File: src/hdl/polyphase_dft_analysis_bank_assert.svh
// ---------------------------------------------------------------------------
// Assertion macros for the polyphase DFT analysis bank.
// Implication checks, both sampled on the rising clock edge and disabled
// while reset is applied.
// ---------------------------------------------------------------------------
`ifndef POLYPHASE_DFT_ANALYSIS_BANK_ASSERT_SVH
`define POLYPHASE_DFT_ANALYSIS_BANK_ASSERT_SVH

// The consequent must hold in the same cycle as the antecedent.
`define PDAB_ASSERT_SAME(lbl, ante, cons) \
    lbl: assert property (@(posedge clk) disable iff (!rst_n) (ante) |-> (cons)) \
        else $error("pdab assertion failed");

// The consequent must hold in the cycle after the antecedent.
`define PDAB_ASSERT_NEXT(lbl, ante, cons) \
    lbl: assert property (@(posedge clk) disable iff (!rst_n) (ante) |=> (cons)) \
        else $error("pdab assertion failed");

`endif

File: src/hdl/pdab_pkg.sv
// ---------------------------------------------------------------------------
// pdab_pkg
// Constants, types and arithmetic helpers shared by the analysis bank.
// ---------------------------------------------------------------------------
package pdab_pkg;

    localparam int CHANNELS        = 64;
    localparam int TAPS_PER_BRANCH = 4;
    localparam int SAMPLE_BITS     = 16;
    localparam int NTAPS           = CHANNELS * TAPS_PER_BRANCH;

    localparam int CH_W   = (CHANNELS > 1) ? $clog2(CHANNELS) : 1;
    localparam int TAP_W  = (TAPS_PER_BRANCH > 1) ? $clog2(TAPS_PER_BRANCH) : 1;
    localparam int ADDR_W = $clog2(NTAPS);
    localparam int COEF_W = 18;
    localparam int SUM_W  = 24;
    localparam int TW_W   = 16;
    localparam int BIN_W  = 32;
    localparam int PROD_W = SUM_W + TW_W;
    localparam int ACC_W  = PROD_W + CH_W + 1;

    localparam longint unsigned Q30_TWO_PI  = 64'd6746518852;
    localparam longint unsigned Q30_PI      = 64'd3373259426;
    localparam longint unsigned Q30_HALF_PI = 64'd1686629713;
    localparam longint unsigned TW_DEN      = 4 * CHANNELS;
    localparam longint unsigned TW_HALF_DEN = TW_DEN / 2;

    // Divisors (2n-1)*(2n) of the Taylor terms, n = 1..10.
    localparam longint unsigned TAYLOR_DIV [10] = '{
        64'd2, 64'd12, 64'd30, 64'd56, 64'd90,
        64'd132, 64'd182, 64'd240, 64'd306, 64'd380
    };

    typedef enum logic [1:0] {
        CMD_LOAD    = 2'd0,
        CMD_PUSH    = 2'd1,
        CMD_RESTART = 2'd2
    } cmd_t;

    typedef enum logic [2:0] {
        ST_IDLE,
        ST_BRANCH,
        ST_BDRAIN,
        ST_DFT,
        ST_DDRAIN
    } state_t;

    typedef struct packed {
        logic              en;
        logic [ADDR_W-1:0] coef_addr;
        logic [ADDR_W-1:0] hist_addr;
    } rd_req_t;

    typedef struct packed {
        logic            vld;
        logic            dft;
        logic            first;
        logic            last;
        logic [CH_W-1:0] idx;
        logic [CH_W-1:0] p;
        logic [CH_W-1:0] tw;
    } issue_t;

    typedef logic signed [TW_W-1:0] rom_t [CHANNELS];

    // Q1.15 cosine of 2*pi*j/TW_DEN from an eleven-term Taylor series in Q.30.
    function automatic logic signed [TW_W-1:0] twiddle_q15(input longint unsigned j);
        longint unsigned th;
        longint unsigned x2;
        longint unsigned term;
        longint          acc;
        longint          q;
        logic            neg;
        neg = 1'b0;
        th  = (j * Q30_TWO_PI + TW_HALF_DEN) / TW_DEN;
        if (th > Q30_TWO_PI) th = Q30_TWO_PI;
        if (th > Q30_PI) th = Q30_TWO_PI - th;
        if (th > Q30_HALF_PI)
        begin
            th  = Q30_PI - th;
            neg = 1'b1;
        end
        x2   = (th * th) >> 30;
        term = 64'd1 << 30;
        acc  = longint'(term);
        for (int n = 1; n <= 10; n++)
        begin
            term = ((term * x2) >> 30) / TAYLOR_DIV[n - 1];
            if ((n & 1) == 1) acc = acc - longint'(term);
            else acc = acc + longint'(term);
        end
        q = (acc + 64'sd16384) >>> 15;
        if (q > 32767) q = 32767;
        if (q < -32767) q = -32767;
        return neg ? TW_W'(-q) : TW_W'(q);
    endfunction

    function automatic rom_t build_cos();
        rom_t r;
        for (int i = 0; i < CHANNELS; i++)
        begin
            r[i] = twiddle_q15(longint'(4 * i));
        end
        return r;
    endfunction

    function automatic rom_t build_sin();
        rom_t r;
        int   j;
        for (int i = 0; i < CHANNELS; i++)
        begin
            j = 4 * i + 3 * CHANNELS;
            if (j >= 4 * CHANNELS) j = j - 4 * CHANNELS;
            r[i] = twiddle_q15(longint'(j));
        end
        return r;
    endfunction

    // Round half up, right by 15 bits (floor of (v + 2^14) / 2^15).
    function automatic logic signed [ACC_W-1:0] rnd15(input logic signed [ACC_W-1:0] v);
        logic signed [ACC_W-1:0] t;
        t = v + ACC_W'(16384);
        return t >>> 15;
    endfunction

    function automatic logic signed [SUM_W-1:0] sat_sum(input logic signed [ACC_W-1:0] v);
        logic signed [ACC_W-1:0] hi;
        logic signed [ACC_W-1:0] lo;
        hi = ACC_W'((64'sd1 <<< (SUM_W - 1)) - 64'sd1);
        lo = -hi - ACC_W'(1);
        if (v > hi) return hi[SUM_W-1:0];
        if (v < lo) return lo[SUM_W-1:0];
        return v[SUM_W-1:0];
    endfunction

    function automatic logic signed [BIN_W-1:0] sat_bin(input logic signed [ACC_W-1:0] v);
        logic signed [ACC_W-1:0] hi;
        logic signed [ACC_W-1:0] lo;
        hi = ACC_W'((64'sd1 <<< (BIN_W - 1)) - 64'sd1);
        lo = -hi - ACC_W'(1);
        if (v > hi) return hi[BIN_W-1:0];
        if (v < lo) return lo[BIN_W-1:0];
        return v[BIN_W-1:0];
    endfunction

endpackage

File: src/hdl/pdab_mac_pipe.sv
// ---------------------------------------------------------------------------
// pdab_mac_pipe
// Shared multiply-accumulate pipeline, branch sum memory, cosine and sine twiddle
// ROMs and the result register.
// ---------------------------------------------------------------------------
`include "polyphase_dft_analysis_bank_assert.svh"

module pdab_mac_pipe (
    input  logic                                    clk,
    input  logic                                    rst_n,
    input  pdab_pkg::issue_t                        issue,
    input  logic signed [pdab_pkg::COEF_W-1:0]      coef_q,
    input  logic signed [pdab_pkg::SAMPLE_BITS-1:0] hist_q,
    output logic                                    busy,
    output logic                                    out_valid,
    input  logic                                    out_ready,
    output logic [pdab_pkg::CH_W-1:0]               out_channel,
    output logic signed [pdab_pkg::BIN_W-1:0]       out_real,
    output logic signed [pdab_pkg::BIN_W-1:0]       out_imag,
    output logic                                    out_last
);

    localparam pdab_pkg::rom_t COS_ROM = pdab_pkg::build_cos();
    localparam pdab_pkg::rom_t SIN_ROM = pdab_pkg::build_sin();

    logic signed [pdab_pkg::SUM_W-1:0]  sum_mem [pdab_pkg::CHANNELS];
    logic signed [pdab_pkg::SUM_W-1:0]  sum_rd_reg;
    logic signed [pdab_pkg::TW_W-1:0]   cos_reg;
    logic signed [pdab_pkg::TW_W-1:0]   sin_reg;

    pdab_pkg::issue_t                   s1_reg;
    pdab_pkg::issue_t                   s2_reg;
    logic signed [pdab_pkg::PROD_W-1:0] prod_re_reg;
    logic signed [pdab_pkg::PROD_W-1:0] prod_im_reg;
    logic signed [pdab_pkg::ACC_W-1:0]  acc_re_reg;
    logic signed [pdab_pkg::ACC_W-1:0]  acc_im_reg;
    logic signed [pdab_pkg::ACC_W-1:0]  acc_re_next;
    logic signed [pdab_pkg::ACC_W-1:0]  acc_im_next;
    logic                               fin_reg;
    logic                               fin_dft_reg;
    logic [pdab_pkg::CH_W-1:0]          fin_idx_reg;

    logic signed [pdab_pkg::SUM_W-1:0]  op_a;
    logic signed [pdab_pkg::TW_W-1:0]   op_b;
    logic signed [pdab_pkg::SUM_W-1:0]  coef_ext;
    logic signed [pdab_pkg::TW_W-1:0]   hist_ext;

    logic                               out_valid_reg;
    logic [pdab_pkg::CH_W-1:0]          out_channel_reg;
    logic signed [pdab_pkg::BIN_W-1:0]  out_real_reg;
    logic signed [pdab_pkg::BIN_W-1:0]  out_imag_reg;
    logic                               out_last_reg;

    // Stage 0: branch sum and twiddle reads.
    always_ff @(posedge clk)
    begin
        if (issue.vld && issue.dft)
        begin
            sum_rd_reg <= sum_mem[issue.p];
            cos_reg    <= COS_ROM[issue.tw];
            sin_reg    <= SIN_ROM[issue.tw];
        end
        if (fin_reg && !fin_dft_reg)
        begin
            sum_mem[fin_idx_reg] <= pdab_pkg::sat_sum(pdab_pkg::rnd15(acc_re_reg));
        end
    end

    // Stage 1 operands: the branch phase uses tap memory data.
    assign coef_ext = pdab_pkg::SUM_W'(coef_q);
    assign hist_ext = pdab_pkg::TW_W'(hist_q);
    assign op_a     = s1_reg.dft ? sum_rd_reg : coef_ext;
    assign op_b     = s1_reg.dft ? cos_reg : hist_ext;

    always_ff @(posedge clk)
    begin
        if (s1_reg.vld)
        begin
            prod_re_reg <= op_a * op_b;
            prod_im_reg <= sum_rd_reg * sin_reg;
        end
        if (s2_reg.vld)
        begin
            acc_re_reg <= acc_re_next;
            acc_im_reg <= acc_im_next;
        end
    end

    always_comb
    begin
        if (s2_reg.first)
        begin
            acc_re_next = pdab_pkg::ACC_W'(prod_re_reg);
            acc_im_next = -pdab_pkg::ACC_W'(prod_im_reg);
        end
        else
        begin
            acc_re_next = acc_re_reg + pdab_pkg::ACC_W'(prod_re_reg);
            acc_im_next = acc_im_reg - pdab_pkg::ACC_W'(prod_im_reg);
        end
    end

    always_ff @(posedge clk or negedge rst_n)
    begin
        if (!rst_n)
        begin
            s1_reg        <= '0;
            s2_reg        <= '0;
            fin_reg       <= 1'b0;
            fin_dft_reg   <= 1'b0;
            fin_idx_reg   <= '0;
            out_valid_reg <= 1'b0;
        end
        else
        begin
            s1_reg      <= issue;
            s2_reg      <= s1_reg;
            fin_reg     <= s2_reg.vld && s2_reg.last;
            fin_dft_reg <= s2_reg.dft;
            fin_idx_reg <= s2_reg.idx;
            if (fin_reg && fin_dft_reg)
            begin
                out_valid_reg <= 1'b1;
            end
            else if (out_ready)
            begin
                out_valid_reg <= 1'b0;
            end
        end
    end

    always_ff @(posedge clk)
    begin
        if (fin_reg && fin_dft_reg)
        begin
            out_channel_reg <= fin_idx_reg;
            out_real_reg    <= pdab_pkg::sat_bin(pdab_pkg::rnd15(acc_re_reg));
            out_imag_reg    <= pdab_pkg::sat_bin(pdab_pkg::rnd15(acc_im_reg));
            out_last_reg    <= (int'(fin_idx_reg) == pdab_pkg::CHANNELS - 1);
        end
    end

    assign busy        = s1_reg.vld || s2_reg.vld || fin_reg;
    assign out_valid   = out_valid_reg;
    assign out_channel = out_channel_reg;
    assign out_real    = out_real_reg;
    assign out_imag    = out_imag_reg;
    assign out_last    = out_last_reg;

    // A finished bin never lands on a result that is still waiting.
    `PDAB_ASSERT_SAME(a_no_overwrite, fin_reg && fin_dft_reg, !out_valid_reg)
    // No term enters the pipeline while a result waits to be taken.
    `PDAB_ASSERT_SAME(a_hold_while_out, out_valid_reg, !issue.vld && !s1_reg.vld)
    // The DFT phase only starts on a drained pipeline.
    `PDAB_ASSERT_SAME(a_phase_order, s1_reg.vld && s2_reg.vld, s1_reg.dft == s2_reg.dft)

endmodule

File: config.mk
export PLATFORM = sky130hd
export DESIGN_NAME = pdab_mac_pipe
export DESIGN_NICKNAME = d
export VERILOG_FILES = /design/src/hdl/pdab_pkg.sv /design/src/hdl/pdab_mac_pipe.sv
export VERILOG_INCLUDE_DIRS = /design/src /design/src/hdl
export SDC_FILE = /design/constraint.sdc
export NUM_CORES = 2
export LEC_CHECK = 0
export BUFFER_PORTS_ARGS = -buffer_cell sky130_fd_sc_hd__buf_4
export CAP_MARGIN = 20
export CORE_ASPECT_RATIO = 1.4
export CORE_MARGIN = 5
export CORE_UTILIZATION = 60
export CTS_BUF_LIST = sky130_fd_sc_hd__clkbuf_16
export DETAILED_ROUTE_END_ITERATION = 7
export GPL_ROUTABILITY_DRIVEN = 0
export PLACE_DENSITY = 0.76
export SETUP_SLACK_MARGIN = 0.3
export SYNTH_ARGS = -nofsm -noshare
export SYNTH_HDL_FRONTEND = slang
export SYNTH_SLANG_ARGS = --single-unit
File: constraint.sdc
create_clock -name clk -period 17.1 [get_ports clk]
set_input_delay 0.855 -clock clk [delete_from_list [all_inputs] [get_ports clk]]
set_output_delay 0.855 -clock clk [all_outputs]
set_load 0.02 [all_outputs]
* Yosys cells after proc, flatten, opt, wreduce, memory -nomap -nowiden
Memory sizes are Yosys's and may differ from the RTL's. A register that Yosys moved wholly into a read port is not among the register bits. Index checks and enable logic that the tools add are counted.
Operators by class: $add $sub $neg 5, $mul 2, $lt $le $gt $ge 6, eq/ne operators 1, multiplexer cells 36, bitwise operators 1, reductions and logical operators 8
Operators by type and width (count):
- $mux W32 | 8
- $mux W24 | 6
- $add A47 B16 Y47 const B | 2
- $mux W47 | 2
- $mul A24 B16 Y40 | 2
- $gt A32 B32 Y1 const B | 2
- $lt A32 B32 Y1 const B | 2
- $add A47 B40 Y47 | 1
- $neg A40 Y47 | 1
- $sub A47 B40 Y47 | 1
- $gt A32 B24 Y1 const B | 1
- $lt A32 B24 Y1 const B | 1
- $mux W1 | 19
- $mux W16 | 1
- $not A6 Y7 | 1
- $eq A6 B1 Y1 const B | 1
- $logic_and A1 B1 Y1 | 4
- $logic_or A1 B1 Y1 | 2
- $reduce_bool A2 Y1 | 1
- $logic_not A1 Y1 | 1
Storage, ports and cells: register bits 274, memory bits (writable) 1536, ROM bits 2048, input port bits 59, output and inout bits 73, word-level logic and storage cells 84, memories kept 3
Memories:
- sum_mem | words 64, bits a word 24, rd ports 1, clocked after memory_dff 1, wr ports 1, RTL line pdab_mac_pipe.sv:26 | logic signed [pdab_pkg::SUM_W-1:0] sum_mem [pdab_pkg::CHANNELS];
- (name not given) | words 64, bits a word 16, rd ports 1, clocked after memory_dff 1, wr ports 0, RTL line pdab_mac_pipe.sv:61 | sin_reg <= SIN_ROM[issue.tw];
- (name not given) | words 64, bits a word 16, rd ports 1, clocked after memory_dff 1, wr ports 0, RTL line pdab_mac_pipe.sv:60 | cos_reg <= COS_ROM[issue.tw];

* Longest topological paths before layout
depth in word-level cells 9, depth in mapped cells 28, depth with buffers taken out 25

* Least setup slack after synthesis
No wires, ideal clock.
path kind register to register, start point register s1_reg[20] (netlist bit), end point register prod_re_reg[39] (netlist bit), data pin, library setup time 0.260 ns, data arrival time 7.163 ns, data required time 16.840 ns, setup slack 9.677 ns, stages on the path, launching flop included 27, path buffers 4, period minus slack after synthesis 7.423 ns, cells stage by stage dfrtp_1 clkbuf_1 buf_1 clkbuf_1 nand2_1 nand2_1 clkbuf_1 nand2_1 fa_1 fa_1 fa_1 inv_1 fa_1 fa_1 inv_1 fa_1 inv_1 ha_1 o21a_1 nor2_1 a311o_1 nor2b_1 or3_1 o311ai_2 a311o_1 a21oi_1 xnor2_1
Between the ends: cells in the longest elaborated chain, start to end 2, elaborated cells between the ends (all ways) 3, those cells by class 1 x mul; 2 x mux
Ends and longest elaborated chain:
- start, declared | RTL line pdab_mac_pipe.sv:31 | pdab_pkg::issue_t s1_reg;
- start signal, assigned | RTL line pdab_mac_pipe.sv:116 | s1_reg <= issue;
- $mux W24 or $mux W16 (tied branches) | RTL line pdab_mac_pipe.sv:72, pdab_mac_pipe.sv:73
- $mul A24 B16 Y40 * | RTL line pdab_mac_pipe.sv:79 | prod_re_reg <= op_a * op_b;
- end signal, assigned | RTL line pdab_mac_pipe.sv:79
- end, declared | RTL line pdab_mac_pipe.sv:33 | logic signed [pdab_pkg::PROD_W-1:0] prod_re_reg;
Mark *: on every way between the ends. The rest lies on a longest branch, timed or not. A chain may end at the register's enable or synchronous reset.

* Final worst setup path
start point register s1_reg[20] (netlist bit), end point register prod_re_reg[32] (netlist bit), data pin
The elaborated chain is that of the path after synthesis.

==> qor.yml <==
worst_setup_path_endpoint: "prod_re_reg[32]"
timing.rr.end: "prod_re_reg[32]"
yosysTopAreaCellShare_pct: 52.0
drc_errors: 0
post-place-cells: 9543
critPathKind: "reg2reg"
avgRoutedWirePerCell_um: 28.2
cts_tree: "done"
dieArea_um2: 185000
post_cts_buffers: 0
nFillCells: 11900
fin_crit_sh_pct: 47.6
drive_gt1_share_pct: 16.5
grt_antenna_before_repair: 11
max_freq_ghz: 0.123
grt_pass1_vias: 67200
status: "finished, final reports clean"
hold_path.class: "in2reg"
clk_path_buf_depth: 3
worstPathArrival_ns: 8.72
syn_to_final_growth_pct: 9.33
yosysSeqAreaShare_pct: 52.7
fin_nets: 8530
synth.avg_cell_area_um2: 14.5
clk_pin_slew_ns: 0.06
finalClockSkew_ns: 0.0541
yosysTopAreaCell: "edfxtp_1"
worst-path-max-fanout: 75
hold_buffers: 1
relSlewSlack_pct: 17.6
cts_resized: 0
startpoint: "s1_reg[20]"
grt_pass1_wl_mm: 417
rsz0062_at_grt: "no"
worst_pin_slew_ns: 1.24
endpoint_kind: "flip-flop"
grt_max_degree: 143
synth_warnings: 0
timing.setup.tns_ns: 0
dr.pass1.iters: 5
dieWidth_um: 365
drtIter0Drc: 7201
setup_ws_ns: 8.96
hold_violations: 0
crit_required_ns: 17.68
ys_ff_latch: 1866
postRouteAntennaNets: 0
ys_types: 98
final_core_util_pct: 65.9
synth-edff-count: 1837
core-area_um2: 176000
drv_cap: 0
viasPerCell: 6.41
initial_core_util_pct: 60.3
r2r.worst_path.cells: 23
rows: 182
fin_cells: 9871
cts-root-buf: "clkbuf_16"
syn_area_um2: 106000
dieHeight_um: 507
startpoint_type: "flip-flop"
min_period_ns: 8.14
dp_hpwl_mm: 175
grt_usage_pct: 30.6
slew_viol_final: 0
clock_latency_ns: 0.83
portBuffers: 131
synth.area.top_cells: "edfxtp_1, fa_1, mux4_2"
pin_count: 132
synth_flop_cell: "edfxtp_1"
grt_overflow: 0
numCtsBuffers: 170
regToRegStartpoint: "s1_reg[20]"
r2r_slack_ns: 8.96
largest_reg_flops: 1536
synthArstFlopShare_pct: 1.55
synth_fp_nets: 8417
clock_sinks: 1866
htreeDepth: 4
routed_wl_mm: 278
synth_cells: 7307
via_count: 63300
setup_violations: 0
dp_slack_ns: 9.10
==> stage by stage <==
stage | hold slack [ns] | instance area (um^2)
2_1_floorplan | 0.331 | 106000
3_3_place_gp | 0.332 | 110000
3_5_place_dp | 0.336 | 110000
4_1_cts | 0.0794 | 116000
5_1_grt | 0.0917 | 116000
6_report | 0.129 | 116000
==> cell usage after synthesis, drive strengths merged, types with 86 or more instances <==
library cell,number
fa,750
edfxtp,1837
mux4,528
clkbuf,250
nor2,402
a21oi,208
xnor2,175
nand3,86
ha,301
o21ai,175
nand2,699
and2,140
xor2,89
inv,937
==> cell families (layout without fill, tap and decap cells) <==
family	count (synthesis)	count (layout)	synth area share, %
other cells	0	10	0
mux	601	601	11.9
buf+inv	1261	1515	4.54
compound gates	680	680	4.08
xor+xnor	264	264	2.18
flops	1866	1866	52.7
simple gates	1584	1584	6.81
fa+ha+maj	1051	1051	17.7
==> metal layers <==
metal	vias up	routed length (um)	GRT usage, %	share of wire (%)
li1	26200	-	-	-
met1	32400	90200	35.8	32
met2	3709	141000	51.9	51
met3	988	25900	6.82	9.3
met4	0	21100	18.8	7.6
met5	-	0	0	0
==> critical path: stages (launching register included) <==
cell	delay, ns
dfrtp_4	1.09
mux2i_1	0.92
nor2_1	0.18
fa_1	0.58
inv_1	0.06
fa_1	0.53
inv_1	0.05
fa_1	0.50
fa_1	0.46
fa_1	0.51
inv_1	0.05
fa_1	0.49
inv_1	0.04
ha_1	0.35
a21oi_1	0.23
o21ai_0	0.15
a22o_1	0.25
a31oi_1	0.33
o31a_1	0.34
o21ai_0	0.13
a21oi_1	0.25
o21bai_1	0.09
a21oi_1	0.21
xnor2_1	0.09
==> cells in the final DEF (no fill, tap or decap), types with 47 or more instances in the layout <==
cell / n
edfxtp_1: 1837
inv_1: 965
fa_1: 750
nand2_1: 698
mux4_2: 528
nor2_1: 339
ha_1: 301
buf_4: 252
a21oi_1: 184
xnor2_1: 175
clkbuf_16: 172
o21ai_0: 160
and2_1: 137
xor2_1: 88
nand3_1: 83
a21o_1: 83
nor2_2: 62
nand2b_1: 47
==> area by class of cell <==
type | instances | area [um^2] | share of cell area (%)
clock buffers | 172 | 4300 | 3.71
flip-flops and latches | 1866 | 55900 | 48.2
repair buffers | 263 | 2120 | 1.83
clock inverters | 141 | 1380 | 1.19
well taps | 2300 | 2880 | 2.48
inverters | 939 | 3520 | 3.04
diodes | 10 | 25.0 | 0.0216
multi-input cells | 4180 | 45800 | 39.5
==> worst min path at each step <==
stage / end / cells past startpoint / start
detailed placement: fin_idx_reg[3] / 0 / s2_reg[15]
global placement: fin_idx_reg[3] / 0 / s2_reg[15]
global route: s1_reg[13] / 1 / issue[13]
floorplan: fin_dft_reg / 0 / s2_reg[20]
finish: s1_reg[12] / 1 / issue[12]
CTS: s1_reg[12] / 1 / issue[12]
Power is not shown: default switching activity piles up to over one toggle a cycle in this logic, so the estimate is an artifact.
